## config.mk

```make
export PLATFORM = sky130hd
export DESIGN_NAME = sixlowpan_iphc_header_parser_flat
export DESIGN_NICKNAME = d
export VERILOG_FILES = /design/src/sv/sxlp_pkg.sv /design/src/sv/sxlp_ifs.sv /design/src/sv/sixlowpan_iphc_header_parser.sv /design/src/flat_wrapper.sv
export SDC_FILE = /design/constraint.sdc
export NUM_CORES = 1
export LEC_CHECK = 0
export BUFFER_PORTS_ARGS = -buffer_cell sky130_fd_sc_hd__buf_2
export CAP_MARGIN = 20
export CELL_PAD_IN_SITES_DETAIL_PLACEMENT = 1
export CELL_PAD_IN_SITES_GLOBAL_PLACEMENT = 1
export CORE_ASPECT_RATIO = 1.2
export CORE_UTILIZATION = 45
export DETAILED_ROUTE_END_ITERATION = 16
export HOLD_SLACK_MARGIN = 0.05
export PLACE_DENSITY_LB_ADDON = 0.1
export SLEW_MARGIN = 10
export SYNTH_ARGS = -nofsm -noshare
export SYNTH_HDL_FRONTEND = slang
export SYNTH_SLANG_ARGS = --single-unit
```

## constraint.sdc

```tcl
create_clock -name clk -period 13.26 [get_ports clk]
set_input_delay 2.652 -clock clk [delete_from_list [all_inputs] [get_ports clk]]
set_output_delay 2.652 -clock clk [all_outputs]
set_load 0.01 [all_outputs]
```

## src/sv/sxlp_pkg.sv

```systemverilog
// sxlp_pkg: types, codes and field-length decoders for the 6LoWPAN IPHC header parser
// no dependencies; used by the interfaces and by sixlowpan_iphc_header_parser
package sxlp_pkg;

  // result status codes
  typedef enum logic [2:0] {
    ST_OK           = 3'd0,
    ST_BAD_DISPATCH = 3'd1,
    ST_RSV_DST      = 3'd2,
    ST_BAD_NHC      = 3'd3,
    ST_LATER_FRAG   = 3'd4,
    ST_TRUNCATED    = 3'd5
  } status_t;

  // parser phase
  typedef enum logic [3:0] {
    PH_IDLE     = 4'd0,
    PH_DISP_TOP = 4'd1,
    PH_FRAG     = 4'd2,
    PH_DISP_IN  = 4'd3,
    PH_IPHC2    = 4'd4,
    PH_PRE      = 4'd5,
    PH_NHB      = 4'd6,
    PH_ADDR     = 4'd7,
    PH_NHCD     = 4'd8,
    PH_NHCB     = 4'd9,
    PH_UDP      = 4'd10
  } phase_t;

  // one result word
  typedef struct packed {
    status_t     status;
    logic [5:0]  header_len;
    logic [7:0]  next_proto;
    logic [15:0] udp_sport;
    logic [15:0] udp_dport;
    logic        ports_valid;
  } res_word_t;

  // destination address length, or the reserved flag
  typedef struct packed {
    logic       rsv;
    logic [4:0] len;
  } dst_info_t;

  localparam logic [5:0]  MAX_POS       = 6'd63;
  localparam logic [7:0]  PROTO_UDP     = 8'd17;
  localparam logic [15:0] NHC_PORT_4BIT = 16'hf0b0;
  localparam logic [15:0] NHC_PORT_8BIT = 16'hf000;
  localparam logic [4:0]  DISP_FRAG1    = 5'b11000;
  localparam logic [4:0]  DISP_FRAGN    = 5'b11100;
  localparam logic [2:0]  DISP_IPHC     = 3'b011;
  localparam logic [4:0]  DISP_NHC_UDP  = 5'b11110;
  localparam logic [2:0]  FRAG_REST     = 3'd3;
  localparam logic [5:0]  UDP_HDR_LEN   = 6'd8;

  // inline traffic class / flow label bytes from the TF field
  function automatic logic [2:0] tf_len(input logic [7:0] first_byte);
    logic [2:0] r;
    begin
      case (first_byte[4:3])
        2'd0:    r = 3'd4;
        2'd1:    r = 3'd3;
        2'd2:    r = 3'd1;
        default: r = 3'd0;
      endcase
      return r;
    end
  endfunction

  // inline source address bytes
  function automatic logic [4:0] src_len(input logic [7:0] sec);
    logic [4:0] r;
    begin
      if (!sec[6] && sec[5:4] == 2'd0) r = 5'd16;
      else if (sec[5:4] == 2'd1)       r = 5'd8;
      else if (sec[5:4] == 2'd2)       r = 5'd2;
      else                             r = 5'd0;
      return r;
    end
  endfunction

  // inline destination address bytes, multicast modes included
  function automatic dst_info_t dst_len(input logic [7:0] sec);
    dst_info_t r;
    begin
      r.rsv = 1'b0;
      r.len = 5'd0;
      if (!sec[2] && sec[1:0] == 2'd0) begin
        r.len = 5'd16;
      end else if (sec[3]) begin
        if (sec[2]) begin
          if (sec[1:0] == 2'd0) r.len = 5'd6;
          else                  r.rsv = 1'b1;
        end else begin
          case (sec[1:0])
            2'd1:    r.len = 5'd6;
            2'd2:    r.len = 5'd4;
            default: r.len = 5'd1;
          endcase
        end
      end else begin
        case (sec[1:0])
          2'd0:    r.rsv = 1'b1;
          2'd1:    r.len = 5'd8;
          2'd2:    r.len = 5'd2;
          default: r.len = 5'd0;
        endcase
      end
      return r;
    end
  endfunction

  // NHC-UDP bytes after the dispatch: ports plus optional checksum
  function automatic logic [2:0] nhc_len(input logic [7:0] d);
    logic [2:0] r;
    begin
      case (d[1:0])
        2'd0:    r = 3'd4;
        2'd1:    r = 3'd3;
        2'd2:    r = 3'd3;
        default: r = 3'd1;
      endcase
      if (!d[2]) r = r + 3'd2;
      return r;
    end
  endfunction

endpackage

```

## src/sv/sxlp_ifs.sv

```systemverilog
// sxlp_ifs: valid/ready channel interfaces for frame bytes and parse results
// depends on sxlp_pkg
interface sxlp_byte_if;
  logic       valid;
  logic       ready;
  logic [7:0] frame_byte;
  logic       first;
  logic       last;

  modport source (output valid, frame_byte, first, last, input ready);
  modport sink (input valid, frame_byte, first, last, output ready);
endinterface

interface sxlp_result_if;
  logic              valid;
  logic              ready;
  sxlp_pkg::status_t status;
  logic [5:0]        header_len;
  logic [7:0]        next_proto;
  logic [15:0]       udp_sport;
  logic [15:0]       udp_dport;
  logic              ports_valid;

  modport source (output valid, status, header_len, next_proto, udp_sport, udp_dport,
                  ports_valid, input ready);
  modport sink (input valid, status, header_len, next_proto, udp_sport, udp_dport,
                ports_valid, output ready);
endinterface

```

## src/sv/sixlowpan_iphc_header_parser.sv

```systemverilog
// sixlowpan_iphc_header_parser: one frame byte per cycle, at most one result word
// per frame; the result word is registered from the byte that decides the outcome
// throughput: one byte per cycle unless stalled; parser state plus
// one output and one skid register; input stalls only while the skid holds a word
// reset: synchronous rst clears parser state and both output valids; no clearing pass
// depends on sxlp_pkg, sxlp_byte_if, sxlp_result_if
module sixlowpan_iphc_header_parser (
  input logic           clk,
  input logic           rst,
  sxlp_byte_if.sink     frame,
  sxlp_result_if.source result
);
  import sxlp_pkg::*;

  // parser state
  logic [5:0]  byte_pos, byte_pos_next;
  logic [2:0]  frag_skip, frag_skip_next;
  logic [7:0]  iphc_first, iphc_first_next;
  logic [7:0]  iphc_second, iphc_second_next;
  logic [5:0]  field_end, field_end_next;
  phase_t      phase, phase_next;
  logic [7:0]  proto_hold, proto_hold_next;
  logic [7:0]  nhc_dispatch, nhc_dispatch_next;
  logic [15:0] sport_acc, sport_acc_next;
  logic [15:0] dport_acc, dport_acc_next;
  logic        reported, reported_next;

  // step temporaries
  phase_t      cur_phase;
  logic        go_nh, go_addr, go_tail;
  logic        res_v, res_ok, res_ports;
  status_t     res_status;
  dst_info_t   dl;
  dst_info_t   dl_addr;
  logic [2:0]  pre_n;
  logic [5:0]  addr_n;
  logic [5:0]  seg_len, seg_start, cur_pos, idx;
  res_word_t   res_word;

  // output register and skid register
  logic        out_valid, skid_valid;
  res_word_t   out_word, skid_word;
  logic        in_fire, out_fire;

  assign frame.ready = !skid_valid;
  assign in_fire     = frame.valid && frame.ready;
  assign out_fire    = out_valid && result.ready;

  // one parse step for the byte on the input
  always_comb begin
    byte_pos_next     = byte_pos;
    frag_skip_next    = frag_skip;
    iphc_first_next   = iphc_first;
    iphc_second_next  = iphc_second;
    field_end_next    = field_end;
    phase_next        = phase;
    proto_hold_next   = proto_hold;
    nhc_dispatch_next = nhc_dispatch;
    sport_acc_next    = sport_acc;
    dport_acc_next    = dport_acc;
    reported_next     = reported;
    go_nh      = 1'b0;
    go_addr    = 1'b0;
    go_tail    = 1'b0;
    res_v      = 1'b0;
    res_ok     = 1'b0;
    res_ports  = 1'b0;
    res_status = ST_OK;
    dl         = dst_len(frame.frame_byte);
    dl_addr    = '0;
    pre_n      = '0;
    addr_n     = '0;
    seg_len    = '0;
    seg_start  = '0;
    cur_pos    = '0;
    idx        = '0;

    // a first mark always opens a new frame
    if (frame.first) begin
      byte_pos_next     = '0;
      frag_skip_next    = '0;
      iphc_first_next   = '0;
      iphc_second_next  = '0;
      field_end_next    = '0;
      proto_hold_next   = '0;
      nhc_dispatch_next = '0;
      sport_acc_next    = '0;
      dport_acc_next    = '0;
      reported_next     = 1'b0;
      phase_next        = PH_DISP_TOP;
    end
    cur_phase = phase_next;

    if (cur_phase != PH_IDLE) begin
      if (byte_pos_next < MAX_POS) byte_pos_next = byte_pos_next + 6'd1;
      cur_pos = byte_pos_next - 6'd1;

      case (cur_phase)
        PH_DISP_TOP, PH_DISP_IN: begin
          if (cur_phase == PH_DISP_TOP && frame.frame_byte[7:3] == DISP_FRAGN) begin
            res_v      = 1'b1;
            res_status = ST_LATER_FRAG;
          end else if (cur_phase == PH_DISP_TOP && frame.frame_byte[7:3] == DISP_FRAG1) begin
            frag_skip_next = FRAG_REST;
            phase_next     = PH_FRAG;
          end else if (frame.frame_byte[7:5] == DISP_IPHC) begin
            iphc_first_next = frame.frame_byte;
            phase_next      = PH_IPHC2;
          end else begin
            res_v      = 1'b1;
            res_status = ST_BAD_DISPATCH;
          end
        end
        PH_FRAG: begin
          if (frag_skip_next != 3'd0) frag_skip_next = frag_skip_next - 3'd1;
          if (frag_skip_next == 3'd0) phase_next = PH_DISP_IN;
        end
        PH_IPHC2: begin
          iphc_second_next = frame.frame_byte;
          if (dl.rsv) begin
            res_v      = 1'b1;
            res_status = ST_RSV_DST;
          end else begin
            pre_n = {2'b00, frame.frame_byte[7]} + tf_len(iphc_first_next);
            if (pre_n != 3'd0) begin
              field_end_next = byte_pos_next + {3'b000, pre_n};
              phase_next     = PH_PRE;
            end else begin
              go_nh = 1'b1;
            end
          end
        end
        PH_PRE: begin
          if (byte_pos_next >= field_end_next) go_nh = 1'b1;
        end
        PH_NHB: begin
          proto_hold_next = frame.frame_byte;
          go_addr         = 1'b1;
        end
        PH_ADDR: begin
          if (byte_pos_next >= field_end_next) go_tail = 1'b1;
        end
        PH_NHCD: begin
          if (frame.frame_byte[7:3] != DISP_NHC_UDP) begin
            res_v      = 1'b1;
            res_status = ST_BAD_NHC;
          end else begin
            nhc_dispatch_next = frame.frame_byte;
            proto_hold_next   = PROTO_UDP;
            field_end_next    = byte_pos_next + {3'b000, nhc_len(frame.frame_byte)};
            phase_next        = PH_NHCB;
          end
        end
        PH_NHCB: begin
          seg_len   = {3'b000, nhc_len(nhc_dispatch_next)};
          seg_start = (field_end_next >= seg_len) ? field_end_next - seg_len : '0;
          idx       = (cur_pos >= seg_start) ? cur_pos - seg_start : '0;
          case (nhc_dispatch_next[1:0])
            2'd0: begin
              if (idx < 6'd2) begin
                sport_acc_next = {sport_acc_next[7:0], frame.frame_byte};
              end else if (idx < 6'd4) begin
                dport_acc_next = {dport_acc_next[7:0], frame.frame_byte};
              end
            end
            2'd1: begin
              if (idx < 6'd2) begin
                sport_acc_next = {sport_acc_next[7:0], frame.frame_byte};
              end else if (idx == 6'd2) begin
                dport_acc_next = NHC_PORT_8BIT | {8'h00, frame.frame_byte};
              end
            end
            2'd2: begin
              if (idx == 6'd0) begin
                sport_acc_next = NHC_PORT_8BIT | {8'h00, frame.frame_byte};
              end else if (idx < 6'd3) begin
                dport_acc_next = {dport_acc_next[7:0], frame.frame_byte};
              end
            end
            default: begin
              if (idx == 6'd0) begin
                sport_acc_next = NHC_PORT_4BIT | {12'h000, frame.frame_byte[7:4]};
                dport_acc_next = NHC_PORT_4BIT | {12'h000, frame.frame_byte[3:0]};
              end
            end
          endcase
          if (byte_pos_next >= field_end_next) begin
            res_v     = 1'b1;
            res_ok    = 1'b1;
            res_ports = 1'b1;
          end
        end
        PH_UDP: begin
          seg_start = (field_end_next >= UDP_HDR_LEN) ? field_end_next - UDP_HDR_LEN : '0;
          idx       = (cur_pos >= seg_start) ? cur_pos - seg_start : '0;
          if (idx < 6'd2) begin
            sport_acc_next = {sport_acc_next[7:0], frame.frame_byte};
          end else if (idx < 6'd4) begin
            dport_acc_next = {dport_acc_next[7:0], frame.frame_byte};
          end
          if (byte_pos_next >= field_end_next) begin
            res_v     = 1'b1;
            res_ok    = 1'b1;
            res_ports = 1'b1;
          end
        end
        default: begin
          phase_next = PH_IDLE;
        end
      endcase

      // next header byte inline, or straight on to the addresses
      if (go_nh) begin
        if (!iphc_first_next[2]) phase_next = PH_NHB;
        else                     go_addr    = 1'b1;
      end

      // hop limit byte plus source and destination address bytes
      if (go_addr) begin
        dl_addr = dst_len(iphc_second_next);
        addr_n = {5'b00000, iphc_first_next[1:0] == 2'b00}
               + {1'b0, src_len(iphc_second_next)}
               + {1'b0, dl_addr.len};
        if (addr_n != 6'd0) begin
          field_end_next = byte_pos_next + addr_n;
          phase_next     = PH_ADDR;
        end else begin
          go_tail = 1'b1;
        end
      end

      // NHC dispatch, plain UDP header, or done
      if (go_tail) begin
        if (iphc_first_next[2]) begin
          phase_next = PH_NHCD;
        end else if (proto_hold_next == PROTO_UDP) begin
          field_end_next = byte_pos_next + UDP_HDR_LEN;
          phase_next     = PH_UDP;
        end else begin
          res_v  = 1'b1;
          res_ok = 1'b1;
        end
      end

      // frame ended before the outcome was known
      if (!res_v && frame.last && phase_next != PH_IDLE && !reported_next) begin
        res_v      = 1'b1;
        res_status = ST_TRUNCATED;
      end

      if (res_v) begin
        phase_next    = PH_IDLE;
        reported_next = 1'b1;
      end
    end

    // result word, fields cleared on error
    res_word.status      = res_status;
    res_word.header_len  = res_ok ? byte_pos_next : '0;
    res_word.next_proto  = res_ok ? proto_hold_next : '0;
    res_word.udp_sport   = res_ports ? sport_acc_next : '0;
    res_word.udp_dport   = res_ports ? dport_acc_next : '0;
    res_word.ports_valid = res_ports;
  end

  // parser state registers
  always_ff @(posedge clk) begin
    if (rst) begin
      byte_pos     <= '0;
      frag_skip    <= '0;
      iphc_first   <= '0;
      iphc_second  <= '0;
      field_end    <= '0;
      phase        <= PH_IDLE;
      proto_hold   <= '0;
      nhc_dispatch <= '0;
      sport_acc    <= '0;
      dport_acc    <= '0;
      reported     <= 1'b0;
    end else if (in_fire) begin
      byte_pos     <= byte_pos_next;
      frag_skip    <= frag_skip_next;
      iphc_first   <= iphc_first_next;
      iphc_second  <= iphc_second_next;
      field_end    <= field_end_next;
      phase        <= phase_next;
      proto_hold   <= proto_hold_next;
      nhc_dispatch <= nhc_dispatch_next;
      sport_acc    <= sport_acc_next;
      dport_acc    <= dport_acc_next;
      reported     <= reported_next;
    end
  end

  // output register with skid behind it
  always_ff @(posedge clk) begin
    if (rst) begin
      out_valid  <= 1'b0;
      skid_valid <= 1'b0;
    end else begin
      if (in_fire && res_v && (!out_valid || out_fire)) out_valid <= 1'b1;
      else if (out_fire)                                out_valid <= skid_valid;
      if (out_fire)                                skid_valid <= 1'b0;
      else if (in_fire && res_v && out_valid)      skid_valid <= 1'b1;
    end
  end

  always_ff @(posedge clk) begin
    if (in_fire && res_v && (!out_valid || out_fire)) out_word <= res_word;
    else if (out_fire && skid_valid)                  out_word <= skid_word;
    if (in_fire && res_v && out_valid && !out_fire) skid_word <= res_word;
  end

  assign result.valid       = out_valid;
  assign result.status      = out_word.status;
  assign result.header_len  = out_word.header_len;
  assign result.next_proto  = out_word.next_proto;
  assign result.udp_sport   = out_word.udp_sport;
  assign result.udp_dport   = out_word.udp_dport;
  assign result.ports_valid = out_word.ports_valid;

`ifndef SYNTHESIS
  // skid only fills behind a waiting output word
  a_skid_behind_out: assert property (@(posedge clk) disable iff (rst)
    skid_valid |-> out_valid)
    else $error("skid word held without output word");

  // error results carry no header length and no ports
  a_err_fields_clear: assert property (@(posedge clk) disable iff (rst)
    (out_valid && out_word.status != ST_OK) |->
      (out_word.header_len == 6'd0 && !out_word.ports_valid))
    else $error("error result with nonzero fields");

  // ports come only with UDP
  a_ports_udp: assert property (@(posedge clk) disable iff (rst)
    (out_valid && out_word.ports_valid) |-> (out_word.next_proto == PROTO_UDP))
    else $error("ports valid without UDP protocol");

  // a frame's result closes the parse
  a_idle_after_result: assert property (@(posedge clk) disable iff (rst)
    (in_fire && res_v) |=> (phase == PH_IDLE && reported))
    else $error("parser still open after result");
`endif

endmodule

```

## src/flat_wrapper.sv

```systemverilog
// flat-port wrapper written by rule: the top's interface ports become plain ports
module sixlowpan_iphc_header_parser_flat import sxlp_pkg::*;
  (clk, rst, frame_valid, frame_frame_byte, frame_first, frame_last, frame_ready, result_valid, result_status, result_header_len, result_next_proto, result_udp_sport, result_udp_dport, result_ports_valid, result_ready);
  sxlp_byte_if frame_i ();
  sxlp_result_if result_i ();
  input logic clk;
  input logic rst;
  input wire logic [$bits(frame_i.valid)-1:0] frame_valid;
  input wire logic [$bits(frame_i.frame_byte)-1:0] frame_frame_byte;
  input wire logic [$bits(frame_i.first)-1:0] frame_first;
  input wire logic [$bits(frame_i.last)-1:0] frame_last;
  output wire logic [$bits(frame_i.ready)-1:0] frame_ready;
  output wire logic [$bits(result_i.valid)-1:0] result_valid;
  output wire logic [$bits(result_i.status)-1:0] result_status;
  output wire logic [$bits(result_i.header_len)-1:0] result_header_len;
  output wire logic [$bits(result_i.next_proto)-1:0] result_next_proto;
  output wire logic [$bits(result_i.udp_sport)-1:0] result_udp_sport;
  output wire logic [$bits(result_i.udp_dport)-1:0] result_udp_dport;
  output wire logic [$bits(result_i.ports_valid)-1:0] result_ports_valid;
  input wire logic [$bits(result_i.ready)-1:0] result_ready;
  assign frame_i.valid = frame_valid;
  assign frame_i.frame_byte = frame_frame_byte;
  assign frame_i.first = frame_first;
  assign frame_i.last = frame_last;
  assign frame_ready = frame_i.ready;
  assign result_valid = result_i.valid;
  assign result_status = result_i.status;
  assign result_header_len = result_i.header_len;
  assign result_next_proto = result_i.next_proto;
  assign result_udp_sport = result_i.udp_sport;
  assign result_udp_dport = result_i.udp_dport;
  assign result_ports_valid = result_i.ports_valid;
  assign result_i.ready = result_ready;
  sixlowpan_iphc_header_parser u_core (.clk(clk), .rst(rst), .frame(frame_i), .result(result_i));
endmodule
```

# --- Yosys cells after proc, flatten, opt, wreduce, memory -nomap -nowiden ---
# Index checks and enable logic that the tools add are counted.
word_totals:
  ff_bits: 186
  input_bits: 14
  output_inout_bits: 52
  wordCells: 302
classes:
  n_addsub: 16
  n_lt_le_gt_ge: 11
  n_eq_ne: 26
  mux: 178
  n_reduce_logical: 46
ops:
  columns: ["operator", "n"]
  rows:
  - ["16-bit 2-to-1 mux", 19]
  - ["8-bit 2-to-1 mux", 20]
  - ["6-bit 2-to-1 mux", 20]
  - ["50-bit 2-to-1 mux", 2]
  - ["16-bit case mux with 2 select lines", 3]
  - ["3-bit 2-to-1 mux", 28]
  - ["4-bit 2-to-1 mux", 18]
  - ["5-bit 2-to-1 mux", 10]
  - ["16-bit case mux with 3 select lines", 1]
  - ["1-bit 2-to-1 mux", 40]
  - ["3-bit case mux with 2 select lines", 5]
  - ["4-bit case mux with 5 select lines", 1]
  - ["6-bit >= comparator", 3]
  - ["6-bit by 2-bit < comparator with 1-bit output (second input constant)", 3]
  - ["3-bit case mux with 3 select lines", 2]
  - ["4-bit by 3-bit equality test with 1-bit output (second input constant)", 4]
  - ["4-bit case mux with 2 select lines", 2]
  - ["8-bit case mux with 2 select lines", 1]
  - ["1-bit logical AND", 15]
  - ["6-bit by 3-bit adder with 6-bit output", 2]
  - ["4-bit equality test (second input constant)", 3]
  - ["2-bit logical NOT", 6]
  - ["6-bit by 3-bit < comparator with 1-bit output (second input constant)", 2]
  - ["6-bit case mux with 2 select lines", 1]
  - ["other kinds (37)", 66]

# --- Logic depth before layout (Yosys ltp) ---
logic_depth:
  ltp_word: 36
  ltp_mapped: 31
  mapped_depth_nobuf: 24

# --- Worst setup path after synthesis ---
# OpenSTA, ideal clock, no wires.
synth_timing:
  path_type: "input -> register"
  startpoint: "input frame_first"
  endpoint: "register u_core.out_word (netlist bit u_core.result.header_len[0]) (enable)"
  setup_ps: 534
  arrival_ps: 10453
  t_required_ps: 12726
  path_slack_ps: 2273
  path_stages: 18
  n_path_buf: 3
  cell_sequence: "clkbuf_1 -> clkbuf_1 -> clkbuf_1 -> nor2b_1 -> ha_1 -> nand4_1 -> nor3b_1 -> mux2i_1 -> inv_1 -> ha_1 -> a2111oi_0 -> nor4_1 -> nor2_1 -> a31oi_1 -> a21oi_2 -> o21ai_1 -> nand2_1 -> a21boi_0"
synth_via:
  elab_chain_len: 28
  word_cells_on_any_way: 130
  classes_between: "add/sub (5); order compare (2); eq/ne (17); mux (79); reduce/logical (27)"
synth_rtl:
  columns: ["item", "line", "text"]
  rows:
  - ["start: declaration", "flat_wrapper.sv:10", "input wire logic [$bits(frame_i.first)-1:0] frame_first;"]
  - ["4-bit 2-to-1 mux / 8-bit 2-to-1 mux (equally long branches)", "sixlowpan_iphc_header_parser.sv:79", "if (frame.first) begin"]
  - ["4-bit by 3-bit equality test with 1-bit output, or another cell as far along", "sixlowpan_iphc_header_parser.sv:98", "case (cur_phase)"]
  - ["8-bit 2-to-1 mux / 3-bit case mux with 3 select lines (equally long branches)", "sixlowpan_iphc_header_parser.sv:98, sxlp_pkg.sv:61", null]
  - ["8-bit 2-to-1 mux / 3-bit 2-to-1 mux (equally long branches)", "sixlowpan_iphc_header_parser.sv:94, sixlowpan_iphc_header_parser.sv:120", null]
  - ["2-bit equality test, or another cell as far along", "sxlp_pkg.sv:77", "else if (sec[5:4] == 2'd2) r = 5'd2;"]
  - ["2-bit 2-to-1 mux, or another cell as far along", "sxlp_pkg.sv:77", null]
  - ["5-bit 2-to-1 mux, or another cell as far along", "sxlp_pkg.sv:76", "else if (sec[5:4] == 2'd1) r = 5'd8;"]
  - ["5-bit 2-to-1 mux, or another cell as far along", "sxlp_pkg.sv:75", "if (!sec[6] && sec[5:4] == 2'd0) r = 5'd16;"]
  - ["[10 not listed]", null, null]
  - ["4-bit 2-to-1 mux / 1-bit logical NOT (equally long branches)", "sixlowpan_iphc_header_parser.sv:94, sixlowpan_iphc_header_parser.sv:246", null]
  - ["4-bit nonzero test / 1-bit logical AND (equally long branches)", "sixlowpan_iphc_header_parser.sv:246", "if (!res_v && frame.last && phase_next != PH_IDLE && !reported_next) begin"]
  - ["1-bit logical AND (2 in series)", "sixlowpan_iphc_header_parser.sv:246", null]
  - ["1-bit 2-to-1 mux", "sixlowpan_iphc_header_parser.sv:246", null]
  - ["1-bit 2-to-1 mux", "sixlowpan_iphc_header_parser.sv:94", "if (cur_phase != PH_IDLE) begin"]
  - ["1-bit 2-to-1 mux *", "sixlowpan_iphc_header_parser.sv:94", null]
  - ["1-bit logical AND * (2 in series)", "sixlowpan_iphc_header_parser.sv:309", "if (in_fire && res_v && (!out_valid || out_fire)) out_word <= res_word;"]
  - ["2-bit nonzero test (no line) *", null, null]
  - ["end signal: assignment", "sixlowpan_iphc_header_parser.sv:309", null]
  - ["end signal: assignment", "sixlowpan_iphc_header_parser.sv:310", "else if (out_fire && skid_valid) out_word <= skid_word;"]
  - ["end: declaration", "sixlowpan_iphc_header_parser.sv:42", "res_word_t out_word, skid_word;"]
# Mark *: on every way between the ends. The rest lies on a longest branch, timed or not. The select of a mux whose other input is x is not followed.
# A chain may end at the register's enable or synchronous reset.

# --- Worst setup path in the final report ---
layout_timing:
  startpoint: "input frame_first"
  endpoint: "register u_core.out_word (netlist bit u_core.result.udp_sport[3]), data pin"
layout_via:
  elab_chain_len: 28
  word_cells_on_any_way: 170
  classes_between: "add/sub (11); order compare (8); eq/ne (19); mux (102); reduce/logical (30)"
layout_rtl:
  columns: ["item", "line"]
  rows:
  - ["parallel branches: the longest is 27 deep, another holds 6-bit by 3-bit subtractor with 6-bit output", null]
  - ["50-bit 2-to-1 mux *", "sixlowpan_iphc_header_parser.sv:309"]
# Mark *: on every way between the ends. The select of a mux whose other input is x is not followed.

==> qor.csv <==
metric,value,unit
Worst EP required,13.47,ns
pin count of the biggest net entering global routing,78,
vias in the first global route,10660,
highest clock rate,112.3,MHz
routed via count,10150,
Mapped Cells,1258,
Met2 Wirelength,19070,um
Hold WC Path Type,reg2reg,
number of synthesized flops with an enable pin,100,
core region area,24990,sq um
Synth Warn #,0,
CTS tree,done,
P&R area growth vs syn,9.984,%
"top cells by area, synth","edfxtp_1 26%, dfxtp_1 13%, ha_1 6.3%, nor2_1 5.1%, mux2_2 4.1%",
kind of critical path,in2reg,
Via density,6.246,
GRT Util Overall,0.2982,
Sequential Power Share,0.451,
CP Capture Point,u_core.result.udp_sport[3],
Syn Area/Cell,9.175,sq um
post-CTS sizing,0,
initial antenna violation count,0,
post-synth top area cell,edfxtp_1,
Final nets,1366,
Critical path origin,frame_first,
Slew Limit Fails,0,
Total Die Area,26300,sq um
RSZ-0062 raised after global routing,no,
outcome,"finished, final reports clean",
Initial Utilization,0.4619,
Max Cap Viol,0,
worst slew pin tran,1.083,ns
clock period minus worst slack,8.906,ns
Crit Reg-Reg Startpoint,u_core.byte_pos[0],
Pwr Density,106.4,nW/um^2
RePlAce Congestion,0.8875,
Synth top cells by count,"158 x nor2_1, 100 x edfxtp_1, 91 x nand2_1, 77 x dfxtp_1, 62 x clkbuf_1",
RR Endpoint,u_core.result.udp_sport[3],
drt first pass iters,5,
fraction of post-synthesis cell area in the top cell type by area,0.2602,
design area,12690,sq um
H-tree depth,4,
register area share after synthesis,0.3937,
DR WL/cell,23.28,um
Setup Skew,0.01263,ns
I/O Pins,66,
Post-CTS Setup Inserts,0,
DR top layer,met4,
Sw Pwr,415.1,uW
DPL Wire Length,26820,um
Final setup viols,0,
CTS root buffer,clkbuf_16,
Clock Power Share,0.367,
Clock Pin Slew Worst Setup and Hold Paths,0.07,ns
proportion of layout cells with a drive suffix above 1,0.1415,
"count leader, synth",nor2_1,
Die X,148.2,um
Post-Syn Nets,1337,
crit start category,primary input,
Worst-Skew Late Latency,0.46,ns
CTS buffer count,17,
synthesized cell area,11540,sq um
ANT nets after route,0,
fill cell total of the finished layout,2874,
first-pass GRT wire length,59790,um
Final period util,0.6716,
Worst R2R Path Depth,16,
Post-Route M1 WL,16060,um
antenna cells,0,
"FF+latch count, synth",177,
gr ovfl total,0,
CP max FO,33,
switch share,0.3074,
Detailed Route Iter0 Violations,716,
Comb pwr share,0.183,
clock buffer depth,2,
Num Clock Sinks,177,
ys flop type,edfxtp_1,
Arrival @ worst endpoint,9.12,ns
die height,177.4,um
metal3 WL,1142,um
fraction of registers with async set/reset,0,
flop2flop setup slack,6.43,ns
total wire length,37820,um
Netlist cell types,80,
headroom to the max-slew limit,0.2735,
drt drc,0,
Leak Pwr,0.004671,uW
Post-Route Setup TNS,0,ns
Final Hold Fails,0,
maximum vdd ir drop,0.09665,mV
internal power,935.0,uW
row cnt,63,
hold-fix buffers at CTS,0,
number of port buffers,65,
crit path capture type,register,
hold slack,0.4648,ns
dpl cell area,12140,sq um
## metrics by stage
step,setup slack (ns),std cells,power [uW],util
3_5_place_dp,3.914,1593,861.8,0.4859
3_3_place_gp,4.176,1593,855.7,0.4859
5_1_grt,3.795,1625,1396,0.5080
2_1_floorplan,2.273,1258,790.6,-
6_report,4.354,1625,1350,0.5080
4_1_cts,4.354,1625,1350,0.5080
## sequential cells by signal, summed over array words and instances, names as in the netlist, 3 cells and up
name,cells
u_core.byte_pos,6
u_core.dport_acc,16
u_core.field_end,6
u_core.frag_skip,3
u_core.iphc_first,5
u_core.iphc_second,7
u_core.nhc_dispatch,3
u_core.phase,4
u_core.proto_hold,8
u_core.result.header_len,6
u_core.result.next_proto,8
u_core.result.status,3
u_core.result.udp_dport,16
u_core.result.udp_sport,16
u_core.skid_word,50
u_core.sport_acc,16
## worst min path at each step
stage | from | endpoint | slack [ns] | cells after the start
after floorplan | u_core.field_end[3] | u_core.field_end[3] | 0.43 | 2
after global placement | u_core.field_end[3] | u_core.field_end[3] | 0.44 | 2
after detailed placement | u_core.iphc_first[4] | u_core.iphc_first[4] | 0.45 | 2
after CTS | u_core.field_end[3] | u_core.field_end[3] | 0.46 | 2
after global routing | u_core.iphc_first[4] | u_core.iphc_first[4] | 0.50 | 2
final | u_core.field_end[3] | u_core.field_end[3] | 0.46 | 2
## layer usage
metal / track usage / up-vias
li1: - / 4750
met1: 0.3544 / 5091
met2: 0.5266 / 235
met3: 0.03753 / 74
met4: 0.1499 / 0
met5: 0 / -
## cell usage in the layout (no fill, tap or decap), types with 7 or more instances in the layout
cell and count:
dfxtp_1 77, a311oi_1 10, a21oi_1 58, nor3b_1 8, edfxtp_1 100, and3_1 13, nor3_1 38, o22ai_1 12
clkbuf_16 18, a221oi_1 13, buf_4 19, a211oi_1 52, nor2b_1 29, mux2_2 42, ha_1 58, a32oi_1 8
o2bb2ai_1 13, o31ai_1 8, a21o_1 7, fa_1 7, nand2_1 91, xnor2_1 23, nand2b_1 13, xor2_1 10
inv_1 55, nor2_1 156, and2_1 7, a22oi_1 13, or3_1 7, mux2i_1 21, or2_2 7, o21ai_0 50
a31oi_1 18, a22o_1 15, nand3_1 37, buf_2 65
## layout make-up
| class | instances | area (sq um) | area share |
|---|---|---|---|
| inverters | 57 | 214.0 | 0.01685 |
| flip-flops and latches | 177 | 4544 | 0.3580 |
| repair buffers | 84 | 467.9 | 0.03686 |
| clock buffers | 20 | 457.9 | 0.03607 |
| well taps | 325 | 406.6 | 0.03203 |
| multi-input cells | 950 | 6509 | 0.5127 |
| clock inverters | 12 | 95.09 | 0.007491 |
## kinds of logic (layout without fill, tap and decap cells)
| logic type | Yosys count | count (layout) | share of synthesized area |
|---|---|---|---|
| AO/OA/AOI/OAI | 350 | 350 | 0.2175 |
| XOR/XNOR | 33 | 33 | 0.02504 |
| adder cells (fa/ha/maj) | 66 | 66 | 0.07588 |
| buffers and inverters | 131 | 173 | 0.04585 |
| flip-flops | 177 | 177 | 0.3937 |
| multiplexers | 63 | 63 | 0.05919 |
| AND/OR/NAND/NOR | 438 | 438 | 0.1829 |
## power by group through the flow
stage / logic, uW / registers (uW) / clock network (uW)
floorplan: 169 / 622 / 0
global placement: 236 / 619 / 0
detailed placement: 242 / 620 / 0
CTS: 244 / 608 / 498
global route: 269 / 610 / 517
finish: 247 / 608 / 495
## worst max-delay path, stage by stage
cell and delay (ns):
buf_2 0.24, nor2b_1 0.33, ha_1 0.31, nand4_1 0.14, nor3b_1 0.51, mux2i_1 0.70
inv_1 0.32, ha_1 0.36, a2111oi_0 0.62, o21bai_1 0.15, a21oi_1 0.61, nor3_1 0.27
a21oi_2 0.32, o21ai_1 0.25, nand3_2 0.38, buf_4 0.48, mux2_2 0.40
No activity file was read; power rests on OpenSTA's default activity.
